===== src/sv/dhf_pkg.sv =====
// ----------------------------------------------------------------------------
// dhf_pkg
// Shared constants and types of the decimal header framer.
// ----------------------------------------------------------------------------
`default_nettype none

package dhf_pkg;

  localparam int HEADER_BYTES = 64;
  localparam int FILL_W       = $clog2(HEADER_BYTES + 1);

  // function codes
  localparam logic [1:0] FUNC_HDR  = 2'd0;
  localparam logic [1:0] FUNC_NAME = 2'd1;
  localparam logic [1:0] FUNC_DATA = 2'd2;

  // frame characters
  localparam logic [7:0] CH_STX  = 8'h02;
  localparam logic [7:0] CH_ETX  = 8'h03;
  localparam logic [7:0] CH_BAR  = 8'h7C;
  localparam logic [7:0] CH_ZERO = 8'h30;

  // field widths and saturation limits
  localparam int VAL_W = 17;
  localparam logic [9:0]  MAX_FNUM = 10'd999;
  localparam logic [9:0]  MAX_SNUM = 10'd999;
  localparam logic [13:0] MAX_CCNT = 14'd9999;
  localparam logic [16:0] MAX_TSZ  = 17'd99999;

  // digit buffer: positions in frame order, conversion runs from the last one down
  localparam int DIGITS = 15;
  localparam int DIG_W  = $clog2(DIGITS);
  localparam logic [DIG_W-1:0] K_FNUM = DIG_W'(2);
  localparam logic [DIG_W-1:0] K_SNUM = DIG_W'(5);
  localparam logic [DIG_W-1:0] K_CCNT = DIG_W'(9);
  localparam logic [DIG_W-1:0] K_TSZ  = DIG_W'(DIGITS - 1);

  // STX, fifteen digits, '|'
  localparam int HDR_LEN = DIGITS + 2;
  localparam int EMIT_W  = $clog2(HDR_LEN);
  localparam logic [EMIT_W-1:0] EMIT_LAST = EMIT_W'(HDR_LEN - 1);

  // divide by ten: q = (v * RECIP) >> RECIP_SH, exact for v < 2**VAL_W
  localparam int RECIP_W  = 20;
  localparam int RECIP_SH = 23;
  localparam logic [RECIP_W-1:0] RECIP = 20'd838861;

endpackage

`default_nettype wire


===== src/sv/dhf_if.sv =====
// ----------------------------------------------------------------------------
// dhf_if
// Valid/ready channels of the decimal header framer.
// ----------------------------------------------------------------------------
`default_nettype none

interface dhf_in_if;
  logic        valid;
  logic        ready;
  logic [1:0]  func;
  logic [9:0]  file_number;
  logic [9:0]  sequence_number;
  logic [13:0] char_count;
  logic [16:0] total_size;
  logic [7:0]  data_byte;
  logic        is_last;

  modport source (output valid, func, file_number, sequence_number, char_count,
                  total_size, data_byte, is_last, input ready);
  modport sink   (input valid, func, file_number, sequence_number, char_count,
                  total_size, data_byte, is_last, output ready);
endinterface

interface dhf_out_if;
  logic       valid;
  logic       ready;
  logic [7:0] out_byte;
  logic       run_last;
  logic       frame_end;

  modport source (output valid, out_byte, run_last, frame_end, input ready);
  modport sink   (input valid, out_byte, run_last, frame_end, output ready);
endinterface

`default_nettype wire


===== src/sv/dhf_div10.sv =====
// ----------------------------------------------------------------------------
// dhf_div10
// Shared divide-by-ten unit: quotient and last decimal digit of a value.
// ----------------------------------------------------------------------------
`default_nettype none

module dhf_div10 (
  input  wire logic [dhf_pkg::VAL_W-1:0] val,
  output logic      [dhf_pkg::VAL_W-1:0] quo,
  output logic      [3:0]                rem
);
  import dhf_pkg::*;

  logic [VAL_W+RECIP_W-1:0] prod;
  logic [VAL_W-1:0]         quo10;

  assign prod  = {{RECIP_W{1'b0}}, val} * {{VAL_W{1'b0}}, RECIP};
  assign quo   = VAL_W'(prod >> RECIP_SH);
  assign quo10 = VAL_W'({quo, 3'b000} + {quo, 1'b0});
  // remainder is below ten by construction
  assign rem   = 4'(val - quo10);

endmodule

`default_nettype wire


===== src/sv/decimal_header_framer.sv =====
// ----------------------------------------------------------------------------
// decimal_header_framer
// Byte framer with a decimal ASCII header, name field and padded header block.
// ----------------------------------------------------------------------------
// Usage:
//   in_ch  carries items: header fields (func 0), name bytes (func 1) and
//          payload bytes (func 2). out_ch carries frame bytes.
//   A header item converts its four fields to 15 digits, one digit per cycle
//   through a single divide-by-ten unit, then 17 bytes leave at one per
//   cycle while the receiver takes them. A name or payload byte is accepted,
//   then emitted; a name byte is dropped when it would leave no room for '|'.
//   The last name byte adds '|' and '0' padding up to HEADER_BYTES, the last
//   payload byte adds ETX. Items that cause nothing are only accepted.
//   in_ch.ready is high only while the sequencer is idle; it may accept while
//   the output register still holds an untaken byte.
//   A stalled receiver holds the output register and the sequencer waits.
//   Reset returns to the idle phase with an empty header and no output.
// ----------------------------------------------------------------------------
`default_nettype none

module decimal_header_framer (
  input wire logic clk,
  input wire logic rst_n,
  dhf_in_if.sink   in_ch,
  dhf_out_if.source out_ch
);
  import dhf_pkg::*;

  typedef enum logic [2:0] {
    S_IDLE, S_CONV, S_HDR, S_BYTE, S_BAR, S_PAD, S_ETX
  } state_t;

  typedef enum logic [1:0] {PH_IDLE, PH_NAME, PH_DATA} phase_t;

  state_t            st_r, st_nxt;
  phase_t            phase_r, phase_nxt;
  logic [FILL_W-1:0] fill_r, fill_nxt;
  logic [DIG_W-1:0]  k_r, k_nxt;
  logic [EMIT_W-1:0] e_r, e_nxt;
  logic [VAL_W-1:0]  w_r, w_nxt;
  logic [9:0]        fnum_r, fnum_nxt;
  logic [9:0]        snum_r, snum_nxt;
  logic [13:0]       ccnt_r, ccnt_nxt;
  logic [16:0]       tsz_r, tsz_nxt;
  logic [7:0]        db_r, db_nxt;
  logic              last_r, last_nxt;
  logic              is_name_r, is_name_nxt;
  logic [3:0]        digit_r [DIGITS];

  logic              ov_r, ov_nxt;
  logic [7:0]        ob_r, ob_nxt;
  logic              ol_r, ol_nxt;
  logic              oe_r, oe_nxt;

  logic              in_acc, slot_free;
  logic [VAL_W-1:0]  div_src, div_quo;
  logic [3:0]        div_rem;
  logic [FILL_W:0]   fill_p1, fill_p2;
  logic [EMIT_W-1:0] e_m1;
  logic [DIG_W-1:0]  rd_idx;

  assign in_acc    = in_ch.valid && in_ch.ready;
  assign slot_free = !ov_r || out_ch.ready;
  assign fill_p1   = {1'b0, fill_r} + (FILL_W+1)'(1);
  assign fill_p2   = {1'b0, fill_r} + (FILL_W+1)'(2);

  // each field restarts the shared unit from its latched value
  always_comb begin
    case (k_r)
      K_TSZ:   div_src = tsz_r;
      K_CCNT:  div_src = VAL_W'(ccnt_r);
      K_SNUM:  div_src = VAL_W'(snum_r);
      K_FNUM:  div_src = VAL_W'(fnum_r);
      default: div_src = w_r;
    endcase
  end

  dhf_div10 u_div10 (
    .val (div_src),
    .quo (div_quo),
    .rem (div_rem)
  );

  assign e_m1   = e_r - EMIT_W'(1);
  assign rd_idx = (e_r != '0 && e_r != EMIT_LAST) ? DIG_W'(e_m1) : '0;

  always_comb begin
    st_nxt      = st_r;
    phase_nxt   = phase_r;
    fill_nxt    = fill_r;
    k_nxt       = k_r;
    e_nxt       = e_r;
    w_nxt       = w_r;
    fnum_nxt    = fnum_r;
    snum_nxt    = snum_r;
    ccnt_nxt    = ccnt_r;
    tsz_nxt     = tsz_r;
    db_nxt      = db_r;
    last_nxt    = last_r;
    is_name_nxt = is_name_r;
    ov_nxt      = ov_r && !out_ch.ready;
    ob_nxt      = ob_r;
    ol_nxt      = ol_r;
    oe_nxt      = oe_r;

    case (st_r)
      S_IDLE: begin
        if (in_acc) begin
          db_nxt   = in_ch.data_byte;
          last_nxt = in_ch.is_last;
          case (in_ch.func)
            FUNC_HDR: begin
              fnum_nxt = (in_ch.file_number > MAX_FNUM) ? MAX_FNUM : in_ch.file_number;
              snum_nxt = (in_ch.sequence_number > MAX_SNUM) ? MAX_SNUM
                                                            : in_ch.sequence_number;
              ccnt_nxt = (in_ch.char_count > MAX_CCNT) ? MAX_CCNT : in_ch.char_count;
              tsz_nxt  = (in_ch.total_size > MAX_TSZ) ? MAX_TSZ : in_ch.total_size;
              k_nxt    = K_TSZ;
              st_nxt   = S_CONV;
            end
            FUNC_NAME: begin
              if (phase_r == PH_NAME) begin
                is_name_nxt = 1'b1;
                if (fill_p2 <= (FILL_W+1)'(HEADER_BYTES)) st_nxt = S_BYTE;
                else if (in_ch.is_last)                  st_nxt = S_BAR;
              end
            end
            FUNC_DATA: begin
              if (phase_r == PH_DATA) begin
                is_name_nxt = 1'b0;
                st_nxt      = S_BYTE;
              end
            end
            default: ;
          endcase
        end
      end
      S_CONV: begin
        w_nxt = div_quo;
        k_nxt = k_r - DIG_W'(1);
        if (k_r == '0) begin
          e_nxt  = '0;
          st_nxt = S_HDR;
        end
      end
      S_HDR: begin
        if (slot_free) begin
          ov_nxt = 1'b1;
          oe_nxt = 1'b0;
          ol_nxt = (e_r == EMIT_LAST);
          if (e_r == '0)            ob_nxt = CH_STX;
          else if (e_r == EMIT_LAST) ob_nxt = CH_BAR;
          else                      ob_nxt = CH_ZERO | {4'h0, digit_r[rd_idx]};
          e_nxt = e_r + EMIT_W'(1);
          if (e_r == EMIT_LAST) begin
            fill_nxt  = FILL_W'(HDR_LEN);
            phase_nxt = PH_NAME;
            st_nxt    = S_IDLE;
          end
        end
      end
      S_BYTE: begin
        if (slot_free) begin
          ov_nxt = 1'b1;
          ob_nxt = db_r;
          ol_nxt = !last_r;
          oe_nxt = 1'b0;
          if (is_name_r) begin
            fill_nxt = FILL_W'(fill_p1);
            st_nxt   = last_r ? S_BAR : S_IDLE;
          end else begin
            st_nxt = last_r ? S_ETX : S_IDLE;
          end
        end
      end
      S_BAR, S_PAD: begin
        if (slot_free) begin
          ov_nxt   = 1'b1;
          ob_nxt   = (st_r == S_BAR) ? CH_BAR : CH_ZERO;
          oe_nxt   = 1'b0;
          ol_nxt   = (fill_p1 >= (FILL_W+1)'(HEADER_BYTES));
          fill_nxt = FILL_W'(fill_p1);
          if (fill_p1 >= (FILL_W+1)'(HEADER_BYTES)) begin
            phase_nxt = PH_DATA;
            st_nxt    = S_IDLE;
          end else begin
            st_nxt = S_PAD;
          end
        end
      end
      S_ETX: begin
        if (slot_free) begin
          ov_nxt    = 1'b1;
          ob_nxt    = CH_ETX;
          ol_nxt    = 1'b1;
          oe_nxt    = 1'b1;
          phase_nxt = PH_IDLE;
          fill_nxt  = '0;
          st_nxt    = S_IDLE;
        end
      end
      default: st_nxt = S_IDLE;
    endcase
  end

  always_ff @(posedge clk) begin
    if (!rst_n) begin
      st_r    <= S_IDLE;
      phase_r <= PH_IDLE;
      fill_r  <= '0;
      ov_r    <= 1'b0;
    end else begin
      st_r    <= st_nxt;
      phase_r <= phase_nxt;
      fill_r  <= fill_nxt;
      ov_r    <= ov_nxt;
    end
    k_r       <= k_nxt;
    e_r       <= e_nxt;
    w_r       <= w_nxt;
    fnum_r    <= fnum_nxt;
    snum_r    <= snum_nxt;
    ccnt_r    <= ccnt_nxt;
    tsz_r     <= tsz_nxt;
    db_r      <= db_nxt;
    last_r    <= last_nxt;
    is_name_r <= is_name_nxt;
    ob_r      <= ob_nxt;
    ol_r      <= ol_nxt;
    oe_r      <= oe_nxt;
    if (st_r == S_CONV) digit_r[k_r] <= div_rem;
  end

  assign in_ch.ready      = (st_r == S_IDLE);
  assign out_ch.valid     = ov_r;
  assign out_ch.out_byte  = ob_r;
  assign out_ch.run_last  = ol_r;
  assign out_ch.frame_end = oe_r;

  a_etx_closes: assert property (@(posedge clk) disable iff (!rst_n)
    (ov_r && oe_r) |-> (ol_r && ob_r == CH_ETX))
    else $error("frame end without closing ETX");

  a_fill_bound: assert property (@(posedge clk) disable iff (!rst_n)
    fill_r <= FILL_W'(HEADER_BYTES))
    else $error("header fill beyond header size");

  a_hdr_starts_conv: assert property (@(posedge clk) disable iff (!rst_n)
    (in_acc && in_ch.func == FUNC_HDR) |=> (st_r == S_CONV && k_r == K_TSZ))
    else $error("header item did not start conversion");

  a_pad_in_name: assert property (@(posedge clk) disable iff (!rst_n)
    (st_r == S_PAD || st_r == S_BAR) |-> (phase_r == PH_NAME))
    else $error("padding outside name phase");

endmodule

`default_nettype wire

===== src/flat_wrapper.sv =====
// flat-port wrapper written by rule: the top's interface ports become plain ports
module decimal_header_framer_flat import dhf_pkg::*;
  (clk, rst_n, in_ch_valid, in_ch_func, in_ch_file_number, in_ch_sequence_number, in_ch_char_count, in_ch_total_size, in_ch_data_byte, in_ch_is_last, in_ch_ready, out_ch_valid, out_ch_out_byte, out_ch_run_last, out_ch_frame_end, out_ch_ready);
  dhf_in_if in_ch_i ();
  dhf_out_if out_ch_i ();
  input wire logic clk;
  input wire logic rst_n;
  input wire logic [$bits(in_ch_i.valid)-1:0] in_ch_valid;
  input wire logic [$bits(in_ch_i.func)-1:0] in_ch_func;
  input wire logic [$bits(in_ch_i.file_number)-1:0] in_ch_file_number;
  input wire logic [$bits(in_ch_i.sequence_number)-1:0] in_ch_sequence_number;
  input wire logic [$bits(in_ch_i.char_count)-1:0] in_ch_char_count;
  input wire logic [$bits(in_ch_i.total_size)-1:0] in_ch_total_size;
  input wire logic [$bits(in_ch_i.data_byte)-1:0] in_ch_data_byte;
  input wire logic [$bits(in_ch_i.is_last)-1:0] in_ch_is_last;
  output wire logic [$bits(in_ch_i.ready)-1:0] in_ch_ready;
  output wire logic [$bits(out_ch_i.valid)-1:0] out_ch_valid;
  output wire logic [$bits(out_ch_i.out_byte)-1:0] out_ch_out_byte;
  output wire logic [$bits(out_ch_i.run_last)-1:0] out_ch_run_last;
  output wire logic [$bits(out_ch_i.frame_end)-1:0] out_ch_frame_end;
  input wire logic [$bits(out_ch_i.ready)-1:0] out_ch_ready;
  assign in_ch_i.valid = in_ch_valid;
  assign in_ch_i.func = in_ch_func;
  assign in_ch_i.file_number = in_ch_file_number;
  assign in_ch_i.sequence_number = in_ch_sequence_number;
  assign in_ch_i.char_count = in_ch_char_count;
  assign in_ch_i.total_size = in_ch_total_size;
  assign in_ch_i.data_byte = in_ch_data_byte;
  assign in_ch_i.is_last = in_ch_is_last;
  assign in_ch_ready = in_ch_i.ready;
  assign out_ch_valid = out_ch_i.valid;
  assign out_ch_out_byte = out_ch_i.out_byte;
  assign out_ch_run_last = out_ch_i.run_last;
  assign out_ch_frame_end = out_ch_i.frame_end;
  assign out_ch_i.ready = out_ch_ready;
  decimal_header_framer u_core (.clk(clk), .rst_n(rst_n), .in_ch(in_ch_i), .out_ch(out_ch_i));
endmodule

===== config.mk =====
export PLATFORM = sky130hd
export DESIGN_NAME = decimal_header_framer_flat
export DESIGN_NICKNAME = d
export VERILOG_FILES = /design/src/sv/dhf_pkg.sv /design/src/sv/dhf_if.sv /design/src/sv/dhf_div10.sv /design/src/sv/decimal_header_framer.sv /design/src/flat_wrapper.sv
export SDC_FILE = /design/constraint.sdc
export NUM_CORES = 1
export LEC_CHECK = 0
export BUFFER_PORTS_ARGS = -buffer_cell sky130_fd_sc_hd__buf_2
export CAP_MARGIN = 20
export CORE_UTILIZATION = 55
export CTS_CLUSTER_DIAMETER = 40
export DETAILED_ROUTE_END_ITERATION = 10
export PLACE_DENSITY = 0.82
export SYNTH_ARGS = -nofsm -noshare
export SYNTH_HDL_FRONTEND = slang
export SYNTH_SLANG_ARGS = --single-unit

===== constraint.sdc =====
create_clock -name clk -period 7.28 [get_ports clk]
set_clock_uncertainty 0.05 [all_clocks]
set_input_delay 1.456 -clock clk [delete_from_list [all_inputs] [get_ports clk]]
set_output_delay 1.456 -clock clk [all_outputs]
set_load 0.02 [all_outputs]

==> results.toml <==
[status]
status = "complete, but fails checks"
failed_checks = "setup timing"

[die]
num_rows = 55
die_y_um = 153.5
start_util_pct = 55.91
design.core.area_um2 = 22570
dieArea_um2 = 23560
ios = 78
die_w_um = 153.5

[synthesis]
ys_warn_count = 0
syn-num-nets = 1425
synth_cell_type_count = 72
synth_area_um2 = 12620
synth_cells = 1135
synth_edf_count = 154
synth_top_area_share_pct = 36.64
async_reset_ff_share_pct = 0
synthFlopType = "edfxtp_1"
ys_top_cells_by_area = "edfxtp_1 (37%), ha_1 (15%), fa_1 (12%), inv_1 (3.8%), a21oi_1 (2.1%)"
synth_area_leader_cell = "edfxtp_1"
synth_area_per_cell_um2 = 11.12
synth-seq-area-share_pct = 38.70
synth_seq_cells = 167

[worst_setup_path]
cp_common_cell = "inv_1"
crit_required_ps = 7380
cpPeakStageDelay_ps = 590
cp_slowest_cell = "fa_2"
worstSetupStartpoint = "u_core.k_r[2]"
worst-setup-path-type = "reg -> reg"
crit_path_end_kind = "flip-flop"
rr_startpoint = "u_core.k_r[2]"
critPathLaunchType = "flip-flop"
path_max_fanout = 8
cp.arrival_ps = 7510

[grt]
grtUsageTotal_pct = 28.77
grt_max_degree = 52
antenna_found_initial = 0
grt_pass1_wl_um = 51940
gr-total-overflow = 0
grt_pass1_vias = 10080

[timing]
hold_viol = 0
final.min_clock_period_ps = 7411
rsz0062_at_grt = "yes"
postLayoutSetupSlackWorst_ps = -130.8
setup_viol = 15
max_slew.worst_pin.slew_ps = 895.4
slew_viol_final = 0
finalCritPeriodShare_pct = 101.8
timing.slew.headroom_pct = 40.31
fmax_mhz = 134.9

[routing]
drt_pass1_iterations = 8
vias_per_cell = 6.053
wl_met3_um = 2169
wl_met2_um = 17250
num_vias = 9824
antenna_left = 0
drc = 0
routed_wl_um = 33940
wl_per_cell_um = 20.91
highest-signal-layer = "met4"
wl_met1_um = 13060
drt_iter0_markers = 1006

[finish]
final_nets = 1615
instances_no_fill = 1623
n_antenna_cell = 0
mostFrequentLayoutCells = "edfxtp_1 (154), buf_4 (133), ha_1 (132)"
final_common_cell = "edfxtp_1"
drive_gt1_share_pct = 27.13
n_fill_cell = 1465
area_growth_pct = 22.19

[clocking]
clk-insertion-delay-late_ps = 440
numCtsBuffers = 17
clk_path_buf_depth = 2
path_clk_slew_ps = 60
clockRootBuffer = "clkbuf_16"
tritoncts = "built"
cts_max_level = 4
hold_buffers = 0
cts_sinks = 167

[run]
drv_cap = 0

[placement]
dpl.hpwl_um = 24340
dpl.cell_count = 1570
io_buffers = 77
place.gp.congestion = 0.8846

[min_path]
hold_path_startpoint = "u_core.fill_r[2]"
hp-class = "reg -> reg"
[layout make-up]
class | count | area, um^2 | share of cell area [%]
Inverter | 129 | 493.0 | 3.197
Sequential cell | 167 | 4885 | 31.68
Multi-Input combinational cell | 787 | 7503 | 48.66
Clock buffer | 21 | 470.5 | 3.051
Clock inverter | 11 | 168.9 | 1.095
Tap cell | 285 | 356.6 | 2.312
Timing Repair Buffer | 223 | 1544 | 10.01
[logic make-up (layout without fill, tap and decap cells)]
group                    Yosys count  in the layout  synth area share [%]
AO/OA/AOI/OAI                    217            217                 11.86
XOR/XNOR                          38             39                 2.895
adder cells (fa/ha/maj)          224            224                 26.67
buffers and inverters            182            384                 5.651
flip-flops                       167            167                 38.70
multiplexers                      22             22                 2.488
AND/OR/NAND/NOR                  285            285                 11.74
[critical path, delay by kind of cell (launching register included)]
kind	cells	cell delay (ps)
fa+ha+maj	8	3570
compound gates	6	950
xor+xnor	3	710
buf+inv	6	570
simple gates	4	450
flops	1	440
mux	1	370
[state kept, by name, indices dropped and copies added, names as in the netlist]
signal,count
u_core.out_ch.run_last,1
u_core.tsz_r,17
u_core.digit_r,60
u_core.k_r,4
u_core.w_r,14
u_core.fnum_r,10
u_core.fill_r,7
u_core.phase_r,2
u_core.last_r,1
u_core.st_r,3
u_core.is_name_r,1
u_core.out_ch.out_byte,8
u_core.db_r,8
u_core.snum_r,10
u_core.out_ch.frame_end,1
u_core.e_r,5
u_core.out_ch.valid,1
u_core.ccnt_r,14
[path summary, 6_finish.rpt]
check | slack (ps) | cells past startpoint | endpoint
worst max-delay path | -130 | 28 | u_core.digit_r[9][3]
worst min-delay path | 480 | 2 | u_core.fill_r[2]
worst max register to register | -130 | 28 | u_core.digit_r[9][3]
worst min register to register | 480 | 2 | u_core.fill_r[2]
[synth_stat cells (all sizes together) (17+ instances only)]
| library cell | number |
|---|---|
| edfxtp | 154 |
| o21ai | 39 |
| nand2b | 23 |
| xnor2 | 21 |
| and3 | 28 |
| clkbuf | 44 |
| ha | 149 |
| nor2b | 21 |
| inv | 128 |
| nor3 | 17 |
| nor2 | 60 |
| a21oi | 53 |
| nand2 | 54 |
| fa | 75 |
| and2 | 22 |
[metrics by stage]
stage / TNS, ps / hold WS (ps) / utilization, % / worst slack, ps / cell area [um^2]
after floorplan: 0 / 425.2 / - / 129.5 / 12620
after global placement: -1069 / 448.1 / 62.38 / -71.79 / 14080
after detailed placement: -6975 / 475.7 / 62.41 / -325.4 / 14090
after CTS: 0 / 485.5 / 66.61 / 5.200 / 15030
after global routing: -6033 / 514.6 / 68.32 / -361.6 / 15420
final: -1808 / 481.2 / 68.32 / -130.8 / 15420
[routing by layer]
| layer | GRT usage, % | vias up |
|---|---|---|
| met2 | 49.50 | 502 |
| met1 | 34.76 | 4777 |
| li1 | - | 4428 |
| met4 | 14.33 | 0 |
| met5 | 0 | - |
| met3 | 5.160 | 117 |
[timing repair]
item	CTS	global route
gates cloned	2	0
pin swaps	15	26
hold endpoints to repair	0	0
gates resized for setup	35	57
buffers inserted	8	10
setup endpoints to repair	39	55
Power is left out: the tool's default activity adds up to more than one toggle a clock period on the data nets, which glitch-free logic cannot reach.
